### src/rtl/core/svk_pkg.sv
// Shared types and constants for the SVM kernel evaluator.
// Used by the controller, the datapath and the top level.
`timescale 1ns / 1ps
`default_nettype none
package svk_pkg;

   localparam logic [1:0] MODE_LINEAR = 2'd0;
   localparam logic [1:0] MODE_RBF    = 2'd1;
   localparam logic [1:0] MODE_POLY   = 2'd2;

   localparam logic [1:0] CSR_KERNEL_MODE = 2'd0;
   localparam logic [1:0] CSR_GAMMA_SCALE = 2'd1;
   localparam logic [1:0] CSR_POLY_DEGREE = 2'd2;
   localparam logic [1:0] CSR_POLY_OFFSET = 2'd3;

   localparam logic [3:0]  MAX_DEGREE  = 4'd15;
   localparam logic [21:0] LN2_Q16     = 22'd45426;
   localparam logic [21:0] T_CAP       = 22'd2097152;
   localparam logic [16:0] ONE_Q16     = 17'd65536;
   localparam logic [4:0]  K_LIMIT     = 5'd16;
   localparam logic [33:0] RECIP3      = 34'd43691;
   localparam logic [33:0] RECIP5      = 34'd52429;

   typedef enum logic [1:0] {
      OUT_LINEAR,
      OUT_RBF,
      OUT_POLY
   } out_sel_type;

   typedef enum logic [3:0] {
      ST_ACC,
      ST_RBF_HI,
      ST_RBF_LO,
      ST_RBF_T,
      ST_RBF_DIV,
      ST_H_MUL,
      ST_H_STEP,
      ST_POLY_INIT,
      ST_POLY_PP,
      ST_POLY_FIN,
      ST_WRITE
   } state_type;

   typedef struct packed {
      logic        acc_en;
      logic        acc_clear;
      logic        rbf_hi;
      logic        rbf_lo;
      logic        rbf_t;
      logic        div_step;
      logic        h_mul;
      logic        h_step;
      logic [2:0]  h_div;
      logic        poly_init;
      logic        poly_pp;
      logic [1:0]  pp_idx;
      logic        poly_fin;
      logic        out_load;
      out_sel_type out_sel;
   } cmd_type;

   typedef struct packed {
      logic       div_done;
      logic [1:0] mode;
      logic [3:0] degree;
   } status_type;

endpackage
`default_nettype wire

### src/rtl/core/svk_ctrl.sv
// Controller state machine of the kernel evaluator.
// Depends on svk_pkg; drives the datapath by command structs.
`timescale 1ns / 1ps
`default_nettype none
module svk_ctrl
   import svk_pkg::*;
(
   input  wire logic  clock,
   input  wire logic  reset,
   input  wire logic  req_valid,
   input  wire logic  req_last,
   output logic       req_ready,
   output logic       rsp_valid,
   input  wire logic  rsp_ready,
   input  status_type status,
   output cmd_type    cmd
);

   state_type   state_ff, state_in;
   logic [1:0]  pp_ff, pp_in;
   logic [2:0]  cnt_ff, cnt_in;
   logic [3:0]  deg_ff, deg_in;
   out_sel_type sel_ff, sel_in;
   logic        rsp_valid_ff, rsp_valid_in;
   logic        accept;
   logic        can_load;
   logic [3:0]  degree_eff;

   assign accept     = (state_ff == ST_ACC) && req_valid;
   assign can_load   = !rsp_valid_ff || rsp_ready;
   assign degree_eff = (status.degree > MAX_DEGREE) ? MAX_DEGREE : status.degree;

   always_comb begin
      state_in = state_ff;
      unique case (state_ff)
         ST_ACC: begin
            if (accept && req_last) begin
               if (status.mode == MODE_RBF) state_in = ST_RBF_HI;
               else if (status.mode == MODE_POLY) state_in = ST_POLY_INIT;
               else state_in = ST_WRITE;
            end
         end
         ST_RBF_HI:  state_in = ST_RBF_LO;
         ST_RBF_LO:  state_in = ST_RBF_T;
         ST_RBF_T:   state_in = ST_RBF_DIV;
         ST_RBF_DIV: if (status.div_done) state_in = ST_H_MUL;
         ST_H_MUL:   state_in = ST_H_STEP;
         ST_H_STEP:  state_in = (cnt_ff == 3'd1) ? ST_WRITE : ST_H_MUL;
         ST_POLY_INIT: state_in = (degree_eff == 4'd0) ? ST_WRITE : ST_POLY_PP;
         ST_POLY_PP: if (pp_ff == 2'd3) state_in = ST_POLY_FIN;
         ST_POLY_FIN: state_in = (deg_ff == 4'd1) ? ST_WRITE : ST_POLY_PP;
         ST_WRITE:   if (can_load) state_in = ST_ACC;
         default:    state_in = ST_ACC;
      endcase
   end

   always_comb begin
      cmd         = '0;
      cmd.out_sel = sel_ff;
      cmd.h_div   = cnt_ff;
      cmd.pp_idx  = pp_ff;
      req_ready   = 1'b0;
      unique case (state_ff)
         ST_ACC: begin
            req_ready  = 1'b1;
            cmd.acc_en = accept;
         end
         ST_RBF_HI:    cmd.rbf_hi = 1'b1;
         ST_RBF_LO:    cmd.rbf_lo = 1'b1;
         ST_RBF_T:     cmd.rbf_t = 1'b1;
         ST_RBF_DIV:   cmd.div_step = 1'b1;
         ST_H_MUL:     cmd.h_mul = 1'b1;
         ST_H_STEP:    cmd.h_step = 1'b1;
         ST_POLY_INIT: cmd.poly_init = 1'b1;
         ST_POLY_PP:   cmd.poly_pp = 1'b1;
         ST_POLY_FIN:  cmd.poly_fin = 1'b1;
         ST_WRITE: begin
            cmd.out_load  = can_load;
            cmd.acc_clear = can_load;
         end
         default: ;
      endcase
   end

   always_comb begin
      pp_in        = pp_ff;
      cnt_in       = cnt_ff;
      deg_in       = deg_ff;
      sel_in       = sel_ff;
      rsp_valid_in = rsp_valid_ff && !rsp_ready;
      if (accept && req_last) begin
         if (status.mode == MODE_RBF) sel_in = OUT_RBF;
         else if (status.mode == MODE_POLY) sel_in = OUT_POLY;
         else sel_in = OUT_LINEAR;
      end
      if (state_ff == ST_RBF_T) cnt_in = 3'd5;
      if (state_ff == ST_H_STEP) cnt_in = cnt_ff - 3'd1;
      if (state_ff == ST_POLY_INIT) begin
         deg_in = degree_eff;
         pp_in  = 2'd0;
      end
      if (state_ff == ST_POLY_PP) pp_in = pp_ff + 2'd1;
      if (state_ff == ST_POLY_FIN) deg_in = deg_ff - 4'd1;
      if (state_ff == ST_WRITE && can_load) rsp_valid_in = 1'b1;
   end

   always_ff @(posedge clock) begin
      if (reset) begin
         state_ff     <= ST_ACC;
         pp_ff        <= 2'd0;
         cnt_ff       <= 3'd0;
         deg_ff       <= 4'd0;
         sel_ff       <= OUT_LINEAR;
         rsp_valid_ff <= 1'b0;
      end else begin
         state_ff     <= state_in;
         pp_ff        <= pp_in;
         cnt_ff       <= cnt_in;
         deg_ff       <= deg_in;
         sel_ff       <= sel_in;
         rsp_valid_ff <= rsp_valid_in;
      end
   end

   assign rsp_valid = rsp_valid_ff;

endmodule
`default_nettype wire

### config.mk
export PLATFORM = sky130hd
export DESIGN_NAME = svk_ctrl
export DESIGN_NICKNAME = d
export VERILOG_FILES = /design/src/rtl/core/svk_pkg.sv /design/src/rtl/core/svk_ctrl.sv
export SDC_FILE = /design/constraint.sdc
export NUM_CORES = 1
export LEC_CHECK = 0
export BUFFER_PORTS_ARGS = -buffer_cell sky130_fd_sc_hd__buf_2
export CORE_ASPECT_RATIO = 0.7
export CORE_MARGIN = 3
export CORE_UTILIZATION = 25
export DETAILED_ROUTE_END_ITERATION = 8
export GPL_TIMING_DRIVEN = 0
export SLEW_MARGIN = 20
export SYNTH_ARGS = -nofsm -noshare
export SYNTH_HDL_FRONTEND = slang
export SYNTH_SLANG_ARGS = --single-unit
### constraint.sdc
create_clock -name clock -period 2.1 [get_ports clock]
set_input_delay 0 -clock clock [delete_from_list [all_inputs] [get_ports clock]]
set_output_delay 0 -clock clock [all_outputs]
set_load 0.05 [all_outputs]
After elaboration in Yosys (flattened, before gate mapping)

Cells that the tools add are included.

Bits in registers: 16

Reduce and logical (&&, ||, !) cells: 13
Multiplexer cells: 32
Equal/unequal tests: 19
Add/sub/neg operators: 3
Magnitude comparators: 1

Operators by type and width:

| cell                | count |
|---|---|
| $pmux 4 s11         | 1 |
| $mux 4              | 10 |
| $eq 4x3->1 const B  | 4 |
| $mux 1              | 13 |
| $eq 4x4->1 const B  | 3 |
| $mux 2              | 6 |
| $eq 4x1->1 const B  | 2 |
| $eq 4x2->1 const B  | 2 |
| $logic_not 4->1     | 2 |
| $mux 3              | 2 |
| $ne 2x2->1 const B  | 3 |
| $reduce_bool 2->1   | 3 |
| $eq 2x2->1 const B  | 2 |
| $gt 4x4->1 const B  | 1 |
| $logic_and 1x1->1   | 4 |
| $reduce_and 4->1    | 1 |
| $sub 4x1->4 const B | 1 |
| $eq 3x1->1 const B  | 1 |
| $sub 3x1->3 const B | 1 |
| $add 2x1->2 const B | 1 |
| $eq 2x1->1 const B  | 1 |
| $logic_not 1->1     | 2 |
| $ne 2x1->1 const B  | 1 |
| $logic_or 1x1->1    | 1 |

Longest topological paths before layout

Depth after elaboration: 5
Gate-level depth with buffers: 7
Depth with buffers taken out: 7

Least setup slack after synthesis

No wires, ideal clock.

Path type: register to output
From: register state_ff[0]
To: output port cmd[17] in the netlist's numbering
Cell stages (with the launch flop): 5
Buffers on the path: 2
Required time: 2100 ps
Slack: -101 ps
Arrival time: 2201 ps
Path through: dfxtp_1 > buf_2 > nand2b_1 > nor3_1 > buf_4

RTL lines:

| element                | line            | text |
|---|---|---|
| start, declared        | svk_ctrl.sv:19  | `state_type state_ff, state_in;` |
| start signal, assigned | svk_ctrl.sv:116 | `state_ff <= state_in;` |
| end, declared          | svk_ctrl.sv:16  | `output cmd_type cmd` |

==> flow_metrics.env <==
export IMPL_ys_top_cells_by_area="dfxtp_1 30%, ha_1 8.3%, nor2_1 6.7%, nor3_1 4.3%, nand2_1 3.5%"
export IMPL_area_growth_pct=26.92
export IMPL_holdBufCountCts=0
export IMPL_timing_rr_start="state_ff[2]"
export IMPL_vias=1063
export IMPL_io_buffers=31
export IMPL_synth_common_cells="19 x nor2_1, 16 x dfxtp_1, 10 x nand2_1, 9 x nor3_1"
export IMPL_worstMarginPinSlew_ns=0.4344
export IMPL_fill_cells=439
export IMPL_whs_endpoint="deg_ff[2]"
export IMPL_synth_edff_count=0
export IMPL_timing_worst_setup_path_type="register to primary output"
export IMPL_grt_first_pass_wirelength_um=4671
export IMPL_gp_congestion=0.7936
export IMPL_powerDensity_nw_per_um2=1192
export IMPL_hold_start="status[2]"
export IMPL_crit_top_cell="buf_2"
export IMPL_ys_warn_count=0
export IMPL_yosys_most_used_dff="dfxtp_1"
export IMPL_worst_path_max_delay_cell="dfxtp_1"
export IMPL_die_area_um2=5069
export IMPL_finalWirelength_um=2814
export IMPL_ys_seq_area_share_pct=30.22
export IMPL_dp_hpwl_um=2178
export IMPL_power_frac_comb_pct=57.3
export IMPL_route_detailed_drc=0
export IMPL_ios=33
export IMPL_worstHoldPathCells=3
export IMPL_syn_cell_area_um2=1060
export IMPL_whs_ns=0.02401
export IMPL_ys_seq_elements=16
export IMPL_multi_input_area_um2=659.4
export IMPL_synth_top_area_share_pct=30.22
export IMPL_coreArea_um2=3994
export IMPL_drive_above_1_share_pct=29.65
export IMPL_final_max_slew_viol_count=0
export IMPL_cts_sinks=16
export IMPL_rsz0062_at_grt="no"
export IMPL_finalHoldViolations=0
export IMPL_p_leak_uw=0.0005889
export IMPL_crit_path_end_kind="primary output"
export IMPL_fin_crit_sh_pct=78.65
export IMPL_peakVddDrop_mv=0.6220
export IMPL_reg2reg_to="state_ff[1]"
export IMPL_syn_inst=137
export IMPL_worstPathMaxFanout=10
export IMPL_grt_ovfl_total=0
export IMPL_maxSlewHeadroom_pct=71.04
export IMPL_grt_usage_pct=11.68
export IMPL_clockRootBuffer="clkbuf_8"
export IMPL_r2r_setup_slack_ns=0.48
export IMPL_die_h_um=60.48
export IMPL_layout_nets=192
export IMPL_grt_max_degree=11
export IMPL_cp_required_ns=2.10
export IMPL_antenna_found_initial=0
export IMPL_skew_ns=0.001357
export IMPL_die_x_um=83.82
export IMPL_internal_power_uw=803.1
export IMPL_vias_per_cell=4.746
export IMPL_postCtsSetupRepairBufs=0
export IMPL_async_reset_ff_share_pct=0
export IMPL_numCtsBuffers=3
export IMPL_drtAntennaViolNets=0
export IMPL_cts_max_path_buffers=2
export IMPL_register_area_um2=320.3
export IMPL_setup_viol=0
export IMPL_initial_core_util_pct=26.54
export IMPL_clkPwrFrac_pct=17.7
export IMPL_fmax_ghz=0.6055
export IMPL_wl_per_cell_um=12.56
export IMPL_drt_initial_drc_count=84
export IMPL_startpoint_type="register"
export IMPL_worstHoldPathType="input port to register"
export IMPL_critPathMaxStageDelay_ns=0.36
export IMPL_antenna_cells=0
export IMPL_htreeDepth=1
export IMPL_status="finished, final reports clean"
export IMPL_yosysUniqueCellTypes=42
export IMPL_grt_pass1_vias=968
export IMPL_syn_num_nets=156
export IMPL_synth_most_common_cell="nor2_1"
export IMPL_cts_resized=0
export IMPL_power_switching_uw=800.3
export IMPL_clock_latency_ns=0.26
export IMPL_cpLargestDelayFamily="buffers and inverters"
export IMPL_clkSlewWorstSetupHoldPaths_ns=0.07
export IMPL_crit_arrival_ns=1.65
export IMPL_reg2regPathDepth=6
export IMPL_p_seq_share_pct=25.0
export IMPL_cts_tree="done"
export IMPL_num_rows=19
export IMPL_swShare_pct=49.91
export IMPL_power_uw=1603
export IMPL_yosys_area_top_type="dfxtp_1"
export IMPL_cp_num_buf_inv=3
export IMPL_min_period_ns=1.652
export IMPL_path_cells="buf_2 > nand2b_1 > nor3_2 > buf_4 > buf_2"
export IMPL_drv_cap=0
export IMPL_synth_avg_cell_area_um2=7.736
export IMPL_drtPass1Iterations=4
## cell usage in the layout, fill, tap and decap left out, types with 2 or more instances in the layout
master	Yosys	layout
a221oi_1	3	3
nor2b_1	3	3
nor4b_1	2	2
inv_2	4	4
a211oi_1	3	3
a21oi_1	6	6
or2_1	2	2
a311oi_1	2	2
clkbuf_1	4	4
nand3_1	3	3
o21ai_0	3	3
nand2b_1	5	5
mux2i_1	2	2
o21ai_1	3	3
nand2_1	10	10
nor3_2	0	2
clkbuf_8	0	4
dfxtp_1	16	16
inv_1	7	7
nor2_1	19	19
buf_2	3	34
ha_1	7	7
nor3_1	9	7
## final cells by class
type,count,share of cell area [%]
multi-input cells,101,49.02
clock buffers,4,4.093
repair buffers,31,11.53
inverters,11,3.070
well taps,52,4.837
plain buffers,9,3.628
flip-flops and latches,16,23.81
## stage by stage
step | cells | instance area [um^2] | utilization (%) | setup TNS, ns | setup WS, ns
floorplan | 137 | 1070 | - | -0.1845 | -0.09224
global placement | 220 | 1290 | 32.30 | 0 | 0.4982
detailed placement | 220 | 1290 | 32.30 | 0 | 0.5057
CTS | 224 | 1345 | 33.68 | 0 | 0.4303
global route | 224 | 1345 | 33.68 | 0 | 0.3198
finish | 224 | 1345 | 33.68 | 0 | 0.4484
## cell families after synthesis
group | share of synthesized area [%]
multiplexers | 1.889
flip-flops | 30.22
adder cells (fa/ha/maj) | 8.264
buffers and inverters | 8.500
AND/OR/NAND/NOR | 32.59
AO/OA/AOI/OAI | 18.54
## power groups by stage
stage / sequential [uW] / combinational (uW) / clock, uW
detailed placement: 404 / 911 / 0
CTS: 400 / 917 / 294
finish: 400 / 919 / 284
floorplan: 452 / 671 / 0
global placement: 403 / 914 / 0
global route: 408 / 1000 / 302
## sequential cells by signal, indices dropped and copies added (netlist names)
name	count
deg_ff	4
pp_ff	2
cnt_ff	3
sel_ff	2
rsp_valid	1
state_ff	4
## worst max-delay path by stage
stage | cells past startpoint | end | from
6_report | 5 | cmd[17] | state_ff[0]
5_1_grt | 5 | cmd[17] | state_ff[0]
4_1_cts | 5 | cmd[17] | state_ff[0]
3_5_place_dp | 6 | state_ff[1] | state_ff[2]
3_3_place_gp | 6 | state_ff[1] | state_ff[2]
2_1_floorplan | 5 | sel_ff[0] | state_ff[0]
## tightest hold or removal path: stages
cell and delay (ns):
buf_2 0.10, nand2_1 0.05, a31oi_1 0.07
## layer usage
metal	part of all wire, %	vias to the layer above	track usage (%)
met3	6.4	5	3.392
met4	1.1	0	3.670
met2	41	37	17.21
li1	-	556	-
met1	51	465	16.60
met5	0	-	0
Power figures use the tool's default switching activity.
